<file path="src/sv/assert_macros.svh">
// ----------------------------------------------------------------------------
// assert_macros.svh
// Concurrent assertion helpers; the including module supplies clk and rst.
// ----------------------------------------------------------------------------
`ifndef ASSERT_MACROS_SVH
`define ASSERT_MACROS_SVH

`ifndef ASSERT_OFF

// Check a property on every rising edge of clk outside reset.
`define ADV_ASSERT(label, prop) \
  label: assert property (@(posedge clk) disable iff (rst) (prop)) \
    else $error("assertion failed");

// Check that a condition never holds outside reset.
`define ADV_ASSERT_NEVER(label, cond) \
  `ADV_ASSERT(label, !(cond))

`else

`define ADV_ASSERT(label, prop)
`define ADV_ASSERT_NEVER(label, cond)

`endif

`endif

</file>
<file path="src/sv/adv_pkg.sv">
// ----------------------------------------------------------------------------
// adv_pkg
// Shared types and constants of the asset directory validator.
// ----------------------------------------------------------------------------
`timescale 1ns / 1ps
`default_nettype none

package adv_pkg;

  localparam int MAX_ENTRIES  = 1024;
  localparam int RECORD_BYTES = 64;
  localparam int ALIGN_BYTES  = 512;
  localparam int ALIGN_LOG    = $clog2(ALIGN_BYTES);

  // Record count is capped by both MAX_ENTRIES and the 10-bit record number.
  localparam int ENTRY_CAP = (MAX_ENTRIES < 1024) ? MAX_ENTRIES : 1024;

  localparam logic [31:0] FNV_BASIS = 32'd2166136261;

  // Configuration register indexes
  localparam logic [1:0] CFG_FILE_LENGTH = 2'd0;
  localparam logic [1:0] CFG_ENTRIES     = 2'd1;
  localparam logic [1:0] CFG_DATA_START  = 2'd2;

  typedef enum logic [3:0] {
    ERR_NONE         = 4'd0,
    ERR_UNTERMINATED = 4'd1,
    ERR_ID_MISMATCH  = 4'd2,
    ERR_ORDER        = 4'd3,
    ERR_BELOW_DATA   = 4'd4,
    ERR_MISALIGNED   = 4'd5,
    ERR_SIZE         = 4'd6,
    ERR_BEYOND_END   = 4'd7,
    ERR_OVERLAP      = 4'd8
  } err_code_t;

  typedef struct packed {
    logic [31:0] file_length;
    logic [10:0] entries;
    logic [31:0] data_start;
  } cfg_t;

  // One directory byte handed to the parser
  typedef struct packed {
    logic       step;
    logic [7:0] data;
    logic       restart;
  } byte_req_t;

  // Fields of a completed record
  typedef struct packed {
    logic [9:0]  number;
    logic        is_last;
    logic [31:0] id;
    logic [31:0] offset;
    logic [31:0] packed_len;
    logic [31:0] unpacked_len;
    logic [31:0] hash;
    logic        name_ended;
  } record_t;

  typedef struct packed {
    logic [9:0]  number;
    logic [31:0] id;
    err_code_t   code;
    logic        all_ok;
    logic        last;
  } verdict_t;

endpackage

`default_nettype wire

</file>
<file path="src/sv/adv_parser.sv">
// ----------------------------------------------------------------------------
// adv_parser
// Byte position tracking, field assembly and FNV-1a name hash per record.
// ----------------------------------------------------------------------------
`timescale 1ns / 1ps
`default_nettype none

module adv_parser (
  input  wire logic              clk,
  input  wire logic              rst,
  input  wire adv_pkg::byte_req_t req,
  input  wire logic [10:0]       entries,
  output logic                   ends_record,
  output adv_pkg::record_t       rec
);

  localparam logic [5:0] ID_FIRST   = 6'd8;
  localparam logic [5:0] OFS_FIRST  = 6'd12;
  localparam logic [5:0] PK_FIRST   = 6'd16;
  localparam logic [5:0] UPK_FIRST  = 6'd20;
  localparam logic [5:0] UPK_END    = 6'd24;
  localparam logic [5:0] NAME_FIRST = 6'd28;
  localparam logic [5:0] NAME_END   = 6'd60;
  localparam logic [5:0] POS_LAST   = 6'(adv_pkg::RECORD_BYTES - 1);
  localparam logic [10:0] CAP       = 11'(adv_pkg::ENTRY_CAP);

  logic [5:0]  pos, pos_c, pos_next;
  logic [9:0]  counter, counter_c, counter_next;
  logic [31:0] hash, hash_c, hash_next;
  logic        ended, ended_c, ended_next;
  logic        done, done_c, done_next;
  logic [31:0] id_field, id_field_next;
  logic [31:0] offset_field, offset_field_next;
  logic [31:0] packed_field, packed_field_next;
  logic [31:0] unpacked_field, unpacked_field_next;
  logic [10:0] total;
  logic        is_last;

  // FNV-1a step; the prime is 2^24 + 2^8 + 0x93, so shifts and adds suffice.
  function automatic logic [31:0] fnv_step(input logic [31:0] h, input logic [7:0] b);
    logic [31:0] x;
    x = h ^ {24'd0, b};
    return x + (x << 1) + (x << 4) + (x << 7) + (x << 8) + (x << 24);
  endfunction

  always_comb begin
    total = (entries == 11'd0) ? 11'd1 : entries;
    if (total > CAP) begin
      total = CAP;
    end
  end

  assign is_last     = ({1'b0, counter} + 11'd1) >= total;
  assign ends_record = (pos == POS_LAST) && !done;

  always_comb begin
    pos_c     = req.restart ? 6'd0 : pos;
    counter_c = req.restart ? 10'd0 : counter;
    hash_c    = req.restart ? adv_pkg::FNV_BASIS : hash;
    ended_c   = req.restart ? 1'b0 : ended;
    done_c    = req.restart ? 1'b0 : done;

    pos_next            = pos_c;
    counter_next        = counter_c;
    hash_next           = hash_c;
    ended_next          = ended_c;
    done_next           = done_c;
    id_field_next       = id_field;
    offset_field_next   = offset_field;
    packed_field_next   = packed_field;
    unpacked_field_next = unpacked_field;

    if (!done_c) begin
      if (pos_c >= ID_FIRST && pos_c < OFS_FIRST) begin
        id_field_next[{pos_c[1:0], 3'b000} +: 8] = req.data;
      end else if (pos_c >= OFS_FIRST && pos_c < PK_FIRST) begin
        offset_field_next[{pos_c[1:0], 3'b000} +: 8] = req.data;
      end else if (pos_c >= PK_FIRST && pos_c < UPK_FIRST) begin
        packed_field_next[{pos_c[1:0], 3'b000} +: 8] = req.data;
      end else if (pos_c >= UPK_FIRST && pos_c < UPK_END) begin
        unpacked_field_next[{pos_c[1:0], 3'b000} +: 8] = req.data;
      end else if (pos_c >= NAME_FIRST && pos_c < NAME_END && !ended_c) begin
        if (req.data == 8'd0) begin
          ended_next = 1'b1;
        end else begin
          hash_next = fnv_step(hash_c, req.data);
        end
      end

      if (pos_c == POS_LAST) begin
        pos_next   = 6'd0;
        hash_next  = adv_pkg::FNV_BASIS;
        ended_next = 1'b0;
        if (is_last) begin
          done_next = 1'b1;
        end else begin
          counter_next = counter_c + 10'd1;
        end
      end else begin
        pos_next = pos_c + 6'd1;
      end
    end
  end

  always_ff @(posedge clk) begin
    if (rst) begin
      pos     <= 6'd0;
      counter <= 10'd0;
      hash    <= adv_pkg::FNV_BASIS;
      ended   <= 1'b0;
      done    <= 1'b0;
    end else if (req.step) begin
      pos     <= pos_next;
      counter <= counter_next;
      hash    <= hash_next;
      ended   <= ended_next;
      done    <= done_next;
    end
  end

  always_ff @(posedge clk) begin
    if (rst) begin
      id_field       <= 32'd0;
      offset_field   <= 32'd0;
      packed_field   <= 32'd0;
      unpacked_field <= 32'd0;
    end else if (req.step) begin
      id_field       <= id_field_next;
      offset_field   <= offset_field_next;
      packed_field   <= packed_field_next;
      unpacked_field <= unpacked_field_next;
    end
  end

  assign rec.number       = counter;
  assign rec.is_last      = is_last;
  assign rec.id           = id_field;
  assign rec.offset       = offset_field;
  assign rec.packed_len   = packed_field;
  assign rec.unpacked_len = unpacked_field;
  assign rec.hash         = hash;
  assign rec.name_ended   = ended;

endmodule

`default_nettype wire

</file>
<file path="src/sv/adv_judge.sv">
// ----------------------------------------------------------------------------
// adv_judge
// Ordered record checks, previous-record history and the sticky pass flag.
// ----------------------------------------------------------------------------
`timescale 1ns / 1ps
`default_nettype none

module adv_judge (
  input  wire logic             clk,
  input  wire logic             rst,
  input  wire logic             clear,
  input  wire logic             fire,
  input  wire adv_pkg::cfg_t    cfg,
  input  wire adv_pkg::record_t rec,
  output adv_pkg::verdict_t     verdict
);

  logic [31:0]        prior_id;
  logic [31:0]        prior_end;
  logic               failed_flag;
  logic               first;
  adv_pkg::err_code_t code;

  assign first = (rec.number == 10'd0);

  always_comb begin
    priority if (!rec.name_ended) begin
      code = adv_pkg::ERR_UNTERMINATED;
    end else if (rec.id != rec.hash) begin
      code = adv_pkg::ERR_ID_MISMATCH;
    end else if (!first && rec.id <= prior_id) begin
      code = adv_pkg::ERR_ORDER;
    end else if (rec.offset < cfg.data_start) begin
      code = adv_pkg::ERR_BELOW_DATA;
    end else if (rec.offset[adv_pkg::ALIGN_LOG-1:0] != '0) begin
      code = adv_pkg::ERR_MISALIGNED;
    end else if (rec.packed_len != rec.unpacked_len) begin
      code = adv_pkg::ERR_SIZE;
    end else if (rec.packed_len > cfg.file_length ||
                 rec.offset > cfg.file_length - rec.packed_len) begin
      code = adv_pkg::ERR_BEYOND_END;
    end else if (!first && rec.offset < prior_end) begin
      code = adv_pkg::ERR_OVERLAP;
    end else begin
      code = adv_pkg::ERR_NONE;
    end
  end

  always_ff @(posedge clk) begin
    if (rst || clear) begin
      prior_id    <= 32'd0;
      prior_end   <= 32'd0;
      failed_flag <= 1'b0;
    end else if (fire) begin
      prior_id    <= rec.id;
      prior_end   <= rec.offset + rec.packed_len;
      failed_flag <= failed_flag || (code != adv_pkg::ERR_NONE);
    end
  end

  assign verdict.number = rec.number;
  assign verdict.id     = rec.id;
  assign verdict.code   = code;
  assign verdict.all_ok = !failed_flag && (code == adv_pkg::ERR_NONE);
  assign verdict.last   = rec.is_last;

endmodule

`default_nettype wire

</file>
<file path="src/sv/adv_out_reg.sv">
// ----------------------------------------------------------------------------
// adv_out_reg
// Result register of the verdict channel.
// ----------------------------------------------------------------------------
`timescale 1ns / 1ps
`default_nettype none

module adv_out_reg (
  input  wire logic              clk,
  input  wire logic              rst,
  input  wire logic              load,
  input  wire adv_pkg::verdict_t verdict_in,
  input  wire logic              stall,
  output logic                   valid,
  output adv_pkg::verdict_t      verdict
);

  always_ff @(posedge clk) begin
    if (rst) begin
      valid <= 1'b0;
    end else if (load) begin
      valid <= 1'b1;
    end else if (!stall) begin
      valid <= 1'b0;
    end
  end

  always_ff @(posedge clk) begin
    if (load) begin
      verdict <= verdict_in;
    end
  end

endmodule

`default_nettype wire

</file>
<file path="src/sv/asset_directory_validator_top.sv">
// ----------------------------------------------------------------------------
// asset_directory_validator_top
// Stream checker for an archive directory made of 64-byte records.
// ----------------------------------------------------------------------------
// Usage:
//   Input channel (in_valid / in_stall) carries one directory byte per
//   request with a restart mark on the first byte of a directory. Output
//   channel (out_valid / out_stall) carries one verdict per record: record
//   number, id, first failing check, the sticky all_ok flag and a last mark.
//   Configuration (cfg_write, cfg_index, cfg_data) sets file length, record
//   count and data start; write it only while the block is idle.
// Timing:
//   One byte per cycle, save for the stall below. The input register holds
//   a byte while the parser, FNV hash and record checks act on it; the
//   verdict for byte 63 goes on into the result register behind out_valid.
// Reset and stall:
//   Reset clears the stream state and loads configuration defaults.
//   While the receiver stalls, the verdict holds in the result register and
//   bytes keep flowing; only a byte that closes a record waits, and then
//   in_stall rises until the verdict is taken.
// ----------------------------------------------------------------------------
`timescale 1ns / 1ps
`default_nettype none

`include "assert_macros.svh"

module asset_directory_validator_top (
  input  wire logic        clk,
  input  wire logic        rst,
  // configuration
  input  wire logic        cfg_write,
  input  wire logic [1:0]  cfg_index,
  input  wire logic [31:0] cfg_data,
  // byte requests
  input  wire logic        in_valid,
  output logic             in_stall,
  input  wire logic [7:0]  dir_byte,
  input  wire logic        restart,
  // verdicts
  output logic             out_valid,
  input  wire logic        out_stall,
  output logic [9:0]       record_number,
  output logic [31:0]      record_id,
  output logic [3:0]       error_code,
  output logic             all_ok,
  output logic             last
);

  adv_pkg::cfg_t      cfg;
  adv_pkg::byte_req_t req;
  adv_pkg::record_t   rec;
  adv_pkg::verdict_t  verdict_c;
  adv_pkg::verdict_t  verdict;

  logic       s1_valid;
  logic [7:0] s1_byte;
  logic       s1_restart;
  logic       ends_record;
  logic       s1_res;
  logic       advance;
  logic       fire;

  // Hold configuration; writes beyond the list are dropped.
  always_ff @(posedge clk) begin
    if (rst) begin
      cfg.file_length <= 32'd0;
      cfg.entries     <= 11'd1;
      cfg.data_start  <= 32'd0;
    end else if (cfg_write) begin
      unique case (cfg_index)
        adv_pkg::CFG_FILE_LENGTH: cfg.file_length <= cfg_data;
        adv_pkg::CFG_ENTRIES:     cfg.entries     <= cfg_data[10:0];
        adv_pkg::CFG_DATA_START:  cfg.data_start  <= cfg_data;
        default: ;
      endcase
    end
  end

  // Advance the input stage unless its byte closes a record and the
  // result register stays full.
  assign s1_res   = !s1_restart && ends_record;
  assign advance  = !s1_res || !out_valid || !out_stall;
  assign in_stall = s1_valid && !advance;
  assign fire     = s1_valid && advance && s1_res;

  always_ff @(posedge clk) begin
    if (rst) begin
      s1_valid <= 1'b0;
    end else if (!in_stall) begin
      s1_valid <= in_valid;
    end
  end

  always_ff @(posedge clk) begin
    if (in_valid && !in_stall) begin
      s1_byte    <= dir_byte;
      s1_restart <= restart;
    end
  end

  assign req.step    = s1_valid && advance;
  assign req.data    = s1_byte;
  assign req.restart = s1_restart;

  adv_parser u_parser (
    .clk         (clk),
    .rst         (rst),
    .req         (req),
    .entries     (cfg.entries),
    .ends_record (ends_record),
    .rec         (rec)
  );

  adv_judge u_judge (
    .clk     (clk),
    .rst     (rst),
    .clear   (req.step && req.restart),
    .fire    (fire),
    .cfg     (cfg),
    .rec     (rec),
    .verdict (verdict_c)
  );

  adv_out_reg u_out (
    .clk        (clk),
    .rst        (rst),
    .load       (fire),
    .verdict_in (verdict_c),
    .stall      (out_stall),
    .valid      (out_valid),
    .verdict    (verdict)
  );

  assign record_number = verdict.number;
  assign record_id     = verdict.id;
  assign error_code    = verdict.code;
  assign all_ok        = verdict.all_ok;
  assign last          = verdict.last;

  // A failing verdict always clears the sticky flag.
  `ADV_ASSERT(a_fail_clears_ok, (out_valid && error_code != adv_pkg::ERR_NONE) |-> !all_ok)
  // Input back-pressure only comes from a held result.
  `ADV_ASSERT(a_stall_cause, in_stall |-> (s1_valid && out_valid && out_stall))
  // Never load a verdict over one that is still held.
  `ADV_ASSERT_NEVER(a_no_overwrite, fire && out_valid && out_stall)

endmodule

`default_nettype wire
</file>
<file path="config.mk">
export PLATFORM = sky130hd
export DESIGN_NAME = asset_directory_validator_top
export DESIGN_NICKNAME = d
export VERILOG_FILES = /design/src/sv/adv_pkg.sv /design/src/sv/adv_parser.sv /design/src/sv/adv_judge.sv /design/src/sv/adv_out_reg.sv /design/src/sv/asset_directory_validator_top.sv
export VERILOG_INCLUDE_DIRS = /design/src /design/src/sv
export SDC_FILE = /design/constraint.sdc
export NUM_CORES = 1
export LEC_CHECK = 0
export ABC_AREA = 1
export BUFFER_PORTS_ARGS = -buffer_cell sky130_fd_sc_hd__buf_2
export CORE_MARGIN = 2
export CORE_UTILIZATION = 55
export DETAILED_ROUTE_END_ITERATION = 8
export GPL_TIMING_DRIVEN = 1
export HOLD_SLACK_MARGIN = 0.03
export PLACE_DENSITY_LB_ADDON = 0.25
export SYNTH_ARGS = -nofsm -noshare
export SYNTH_HDL_FRONTEND = slang
export SYNTH_SLANG_ARGS = --single-unit
</file>
<file path="constraint.sdc">
create_clock -name clk -period 6.3 [get_ports clk]
set_clock_uncertainty 0.05 [all_clocks]
set_input_delay 1.26 -clock clk [delete_from_list [all_inputs] [get_ports clk]]
set_output_delay 1.26 -clock clk [all_outputs]
set_load 0.02 [all_outputs]
</file>
Word level (Yosys, flattened, before mapping)
Cells that the tools add are included.
{ "word_totals": {"regBits": 377, "input_bits": 48, "out_inout_bits": 50} }
{ "classes": {"n_addsub": 11, "order_cmp": 17, "n_eq_ne": 7, "shift": 2, "n_mux": 45, "bitwise": 5, "n_reduce_logical": 45} }
{ "ops": {"columns": ["op", "count"], "rows": [
  ["$mux W32", 9],
  ["$add A32 B32 Y32", 6],
  ["$bwmux W32", 4],
  ["$gt A32 B32 Y1", 2],
  ["$lt A32 B32 Y1", 2],
  ["$ne A32 B32 Y1", 2],
  ["$mux W10", 4],
  ["$le A32 B32 Y1", 1],
  ["$mux W4", 8],
  ["$shift A8 B7 Y32 const A", 1],
  ["$shiftx A8 B7 Y32", 1],
  ["$sub A32 B32 Y32", 1],
  ["$xor A32 B8 Y32", 1],
  ["$mux W11", 2],
  ["$ge A6 B5 Y1 const B", 3],
  ["$lt A6 B5 Y1 const B", 3],
  ["$mux W6", 3],
  ["$logic_and A1 B1 Y1", 16],
  ["$mux W1", 15],
  ["$eq A6 B6 Y1 const B", 2],
  ["$ge A6 B4 Y1 const B", 2],
  ["$add A10 B1 Y11 const B", 1],
  ["$ge A11 B11 Y1", 1],
  ["$gt A11 B11 Y1 const B", 1],
  ["23 further kinds", 41]
]} }

Longest topological paths before layout
{ "logic_depth": {"ltp_word": 15, "mapped_depth": 31, "depth_no_buf": 31} }

Hierarchy
A second synthesis with hierarchy kept.
{ "unflattened": {"cells_unflattened": 3811, "area_unflattened_um2": 27809.2} }
{ "modules_own_cells": {"columns": ["module", "instances", "cells_per_inst", "area_per_inst_um2", "seq_area_each_um2"], "rows": [
  ["adv_parser", 1, 1769, 12812.3, 3563.4],
  ["adv_judge", 1, 1534, 10124.7, 1301.2],
  ["asset_directory_validator_top", 1, 456, 3394.5, 1791.7],
  ["adv_out_reg", 1, 52, 1477.7, 1461.4]
]} }

Worst setup path after synthesis
Ideal clock, no wire load.
{ "synth_timing": {"path_kind": "reg2reg", "from": "reg s1_restart", "to": "reg u_parser.hash[25]", "setup_time_ns": 0.132, "arrival_ns": 5.023, "required_time_ns": 6.118, "path_slack_ns": 1.095, "path_stages_with_launch": 23, "cell_sequence": "edfxtp_1 -> buf_2 -> clkbuf_1 -> clkbuf_1 -> nor2_1 -> xor2_1 -> inv_1 -> fa_1 -> inv_1 -> fa_1 -> fa_1 -> inv_1 -> ha_1 -> a21oi_1 -> o21ai_0 -> a21oi_1 -> nand3_1 -> a21o_1 -> or2_2 -> nand3_1 -> nand2_1 -> nand2_1 -> a21oi_1"} }
{ "synth_via": {"elab_chain_cells": 15, "word_cells_on_any_way": 42, "cone_classes": "5 x add/sub; 10 x order compare; 1 x eq/ne; 12 x mux; 1 x bitwise; 13 x reduce/logical"} }
{ "synth_lines": {"columns": ["element", "line", "text"], "rows": [
  ["start, declared", "asset_directory_validator_top.sv:57", "logic s1_restart;"],
  ["start signal, assigned", "asset_directory_validator_top.sv:97", "s1_restart <= restart;"],
  ["$mux W32", "adv_parser.sv:59", "hash_c = req.restart ? adv_pkg::FNV_BASIS : hash;"],
  ["$xor A32 B8 Y32", "adv_parser.sv:42", "x = h ^ {24'd0, b};"],
  ["$add A32 B32 Y32 (5 in series)", "adv_parser.sv:43", "return x + (x << 1) + (x << 4) + (x << 7) + (x << 8) + (x << 24);"],
  ["$mux W32", "adv_parser.sv:83", "if (req.data == 8'd0) begin"],
  ["$mux W32", "adv_parser.sv:82", "end else if (pos_c >= NAME_FIRST && pos_c < NAME_END && !ended_c) begin"],
  ["$mux W32", "adv_parser.sv:80", "end else if (pos_c >= UPK_FIRST && pos_c < UPK_END) begin"],
  ["$mux W32", "adv_parser.sv:78", "end else if (pos_c >= PK_FIRST && pos_c < UPK_FIRST) begin"],
  ["$mux W32", "adv_parser.sv:76", "end else if (pos_c >= OFS_FIRST && pos_c < PK_FIRST) begin"],
  ["$mux W32", "adv_parser.sv:74", "if (pos_c >= ID_FIRST && pos_c < OFS_FIRST) begin"],
  ["$mux W32", "adv_parser.sv:90", "if (pos_c == POS_LAST) begin"],
  ["$mux W32", "adv_parser.sv:73", "if (!done_c) begin"],
  ["end signal, assigned", "adv_parser.sv:109", "hash <= adv_pkg::FNV_BASIS;"],
  ["end signal, assigned", "adv_parser.sv:115", "hash <= hash_next;"],
  ["end, declared", "adv_parser.sv:29", "logic [31:0] hash, hash_c, hash_next;"]
]} }
Several ways; a longest one is shown, not always the timed one.
A chain may end at the register's enable or synchronous reset.

Final worst setup path
{ "layout_timing": {"from": "reg s1_restart", "to": "reg u_parser.hash[31]"} }
The elaborated chain is that of the path after synthesis.

==> flow_summary.json <==
{
  "drive_gt1_frac": 0.0702,
  "cp.arrival_ns": 5.85,
  "syn2layout_area_growth_pct": 9.77,
  "gr-total-overflow": 0,
  "grt_setup_unrepaired": "false",
  "synth_seq_cells": 377,
  "synth_flop_cell": "dfxtp_1",
  "routed_wl_um": 76400,
  "layout_min_cycle_time_ns": 5.37,
  "grt.total_usage": 0.310,
  "synth-edff-count": 57,
  "endpoint_kind": "register",
  "num_rows": 79,
  "port_buffers": 97,
  "ir_drop_uv": 188,
  "dr.pass1.iters": 8,
  "core_mm2": 0.0465,
  "r2r_cells": 24,
  "critPathMaxStageDelay_ns": 0.57,
  "post_cts_buffers": 0,
  "ant_nets": 0,
  "vias": 23500,
  "start_kind": "register",
  "first_global_vias": 22100,
  "drt-initial-drc-count": 2257,
  "tightest_slew_ns": 1.10,
  "synthTopCellsByArea": "dfxtp_1, ha_1, nand2_1",
  "cts_sinks": 377,
  "numCtsBuffers": 43,
  "worst_hold_path.endpoint": "u_judge.prior_end[0]",
  "reg2reg_to": "u_parser.hash[31]",
  "grt_max_degree": 90,
  "maxSlewHeadroom": 0.264,
  "crit_start": "s1_restart",
  "crit_fanout": 11,
  "clk_pin_slew_ns": 0.06,
  "ys.warnings.count": 0,
  "period_share": 0.853,
  "synth_fp_nets": 3863,
  "hold_violations": 0,
  "clk_latency_ns": 0.59,
  "min_from": "u_judge.prior_end[0]",
  "wl_per_cell_um": 18.3,
  "slew_violations": 0,
  "r2r-start": "s1_restart",
  "die_h_um": 221,
  "postSynth.asyncResetShare": 0,
  "maxCapViolCount": 0,
  "crit_chain": "inv_2, nand2_1, xor2_1, inv_1, fa_1, inv_1, fa_1, inv_1, ha_1, ha_1, a21oi_1, o21ai_0, a21oi_1, inv_1, nand2_1, nand2_1, nand2_1, nand2_1, a21oi_1, xnor2_1, nand2_1, nand2_1, nand2_1, nand2_1",
  "p_leak_uw": 0.0130,
  "cts_max_level": 2,
  "nFillCells": 4319,
  "ys_types": 50,
  "fin_setup_tns_ns": 0,
  "whs_path_depth": 2,
  "drc": 0,
  "die_area_mm2": 0.0488,
  "synth_top_area_share": 0.247,
  "cts_hold_buf": 0,
  "hold_path_class": "register to register",
  "avgSynthCellArea_um2": 7.46,
  "cts_root_buffer": "clkbuf_16",
  "ios": 98,
  "cts_buffer_depth": 3,
  "netlist_area_mm2": 0.0259,
  "crit_buf_inv": 5,
  "p_per_area_mw_per_mm2": 229,
  "synth.largest_area_cell": "dfxtp_1",
  "antenna_cells": 0,
  "finalPower_uw": 6500,
  "ys_seq_area_frac": 0.314,
  "reg2reg_setup_slack_ns": 0.93,
  "gp_congestion": 0.986,
  "critPathRequiredTime_ns": 6.78,
  "critPathKind": "register to register",
  "outcome": "complete, no violations",
  "routed_via_density": 5.61,
  "max_freq_mhz": 186,
  "cp_slowest_cell": "fa_1",
  "grt_pass1_wl_um": 121000,
  "crit_family": "adder cells",
  "fin_nets": 3940,
  "antenna_found_initial": 0,
  "hpwl_um": 58300,
  "start_util": 0.557,
  "setup_viol": 0,
  "cts_tree": "done",
  "die_x_um": 221,
  "synthesis.instances": 3468,
  "crit_top_cell": "nand2_1",
  "postCtsResizedCells": 0
}
metal layers:
metal	track usage	wire length (um)	vias up
met3	0.0580	6700	140
li1	-	-	11600
met2	0.471	32400	901
met1	0.442	34700	10800
met5	0	0	-
met4	0.108	2640	0
stage by stage:
| step | std cells | util | area (um2) | setup slack [ns] | hold WS [ns] |
|---|---|---|---|---|---|
| 4_1_cts | 4185 | 0.612 | 28400 | 1.06 | 0.405 |
| 2_1_floorplan | 3468 | - | 25900 | 1.09 | 0.356 |
| 6_report | 4185 | 0.612 | 28400 | 0.929 | 0.401 |
| 5_1_grt | 4185 | 0.612 | 28400 | 0.627 | 0.424 |
| 3_3_place_gp | 4107 | 0.580 | 27000 | 1.08 | 0.385 |
| 3_5_place_dp | 4107 | 0.580 | 27000 | 1.08 | 0.396 |
report_power, final:
group,switching (uW),internal [uW],total [uW]
logic,900,476,1380
registers,24.8,2470,2500
clock network,1100,1530,2630
cell usage after synthesis, drive strengths merged, types with 20 or more instances:
master,n
edfxtp,57
clkbuf,63
nand3,106
nor2,383
nand2,565
nor3,58
buf,31
xnor2,73
nand4,34
a21o,20
dfxtp,320
o211ai,26
fa,83
or2,20
xor2,57
ha,264
a21oi,420
o21ai,331
inv,474
kinds of logic (layout without fill, tap and decap cells):
group           Yosys count  in the layout  share of synthesized area
compound gates          855            855                      0.175
xor+xnor                130            130                     0.0440
fa+ha+maj               347            347                      0.192
buf+inv                 573            683                     0.0855
flops                   377            377                      0.314
simple gates           1186           1186                      0.190
cell type report:
class,count,area [um2],share of cell area
Multi-Input combinational cell,2518,15600,0.548
Sequential cell,377,8120,0.286
Inverter,479,1800,0.0634
Clock buffer,54,1210,0.0426
Tap cell,607,759,0.0267
Timing Repair Buffer,126,718,0.0253
Clock inverter,24,239,0.00841
worst max-delay path by stage:
stage,to,slack (ns),depth (start not counted)
6_report,u_parser.hash[31],0.93,24
3_3_place_gp,u_parser.hash[31],1.08,24
4_1_cts,u_parser.hash[25],1.06,21
5_1_grt,u_parser.hash[31],0.63,24
2_1_floorplan,u_parser.hash[25],1.09,22
3_5_place_dp,u_parser.hash[25],1.08,21
flip-flops by register name, summed over array words and instances, names as in the netlist, 10 cells and up:
name	flops
cfg	75
u_judge.prior_id	32
u_out.verdict	48
u_judge.prior_end	32
u_parser.unpacked_field	32
u_parser.packed_field	32
u_parser.hash	32
u_parser.counter	10
u_parser.id_field	32
u_parser.offset_field	32
cells in the final DEF (no fill, tap or decap), types with 17 or more instances in the layout:
master / n
nand2_1: 560
inv_1: 458
a21oi_1: 420
nor2_1: 373
dfxtp_1: 320
o21ai_0: 314
ha_1: 264
nand3_1: 104
buf_2: 96
fa_1: 83
xnor2_1: 73
nor3_1: 58
xor2_1: 57
edfxtp_1: 57
clkbuf_16: 46
nand4_1: 34
buf_4: 29
o211ai_1: 26
a21o_1: 20
or2_2: 20
o21ai_1: 17
worst reg2reg max path: cells and delay by family, from the launching register on:
family	cells	cell delay (ns)
compound gates	4	0.83
xor+xnor	2	0.67
fa+ha+maj	4	1.76
buf+inv	5	0.76
flops	1	0.44
simple gates	9	0.80
Power figures use the tool's default switching activity.
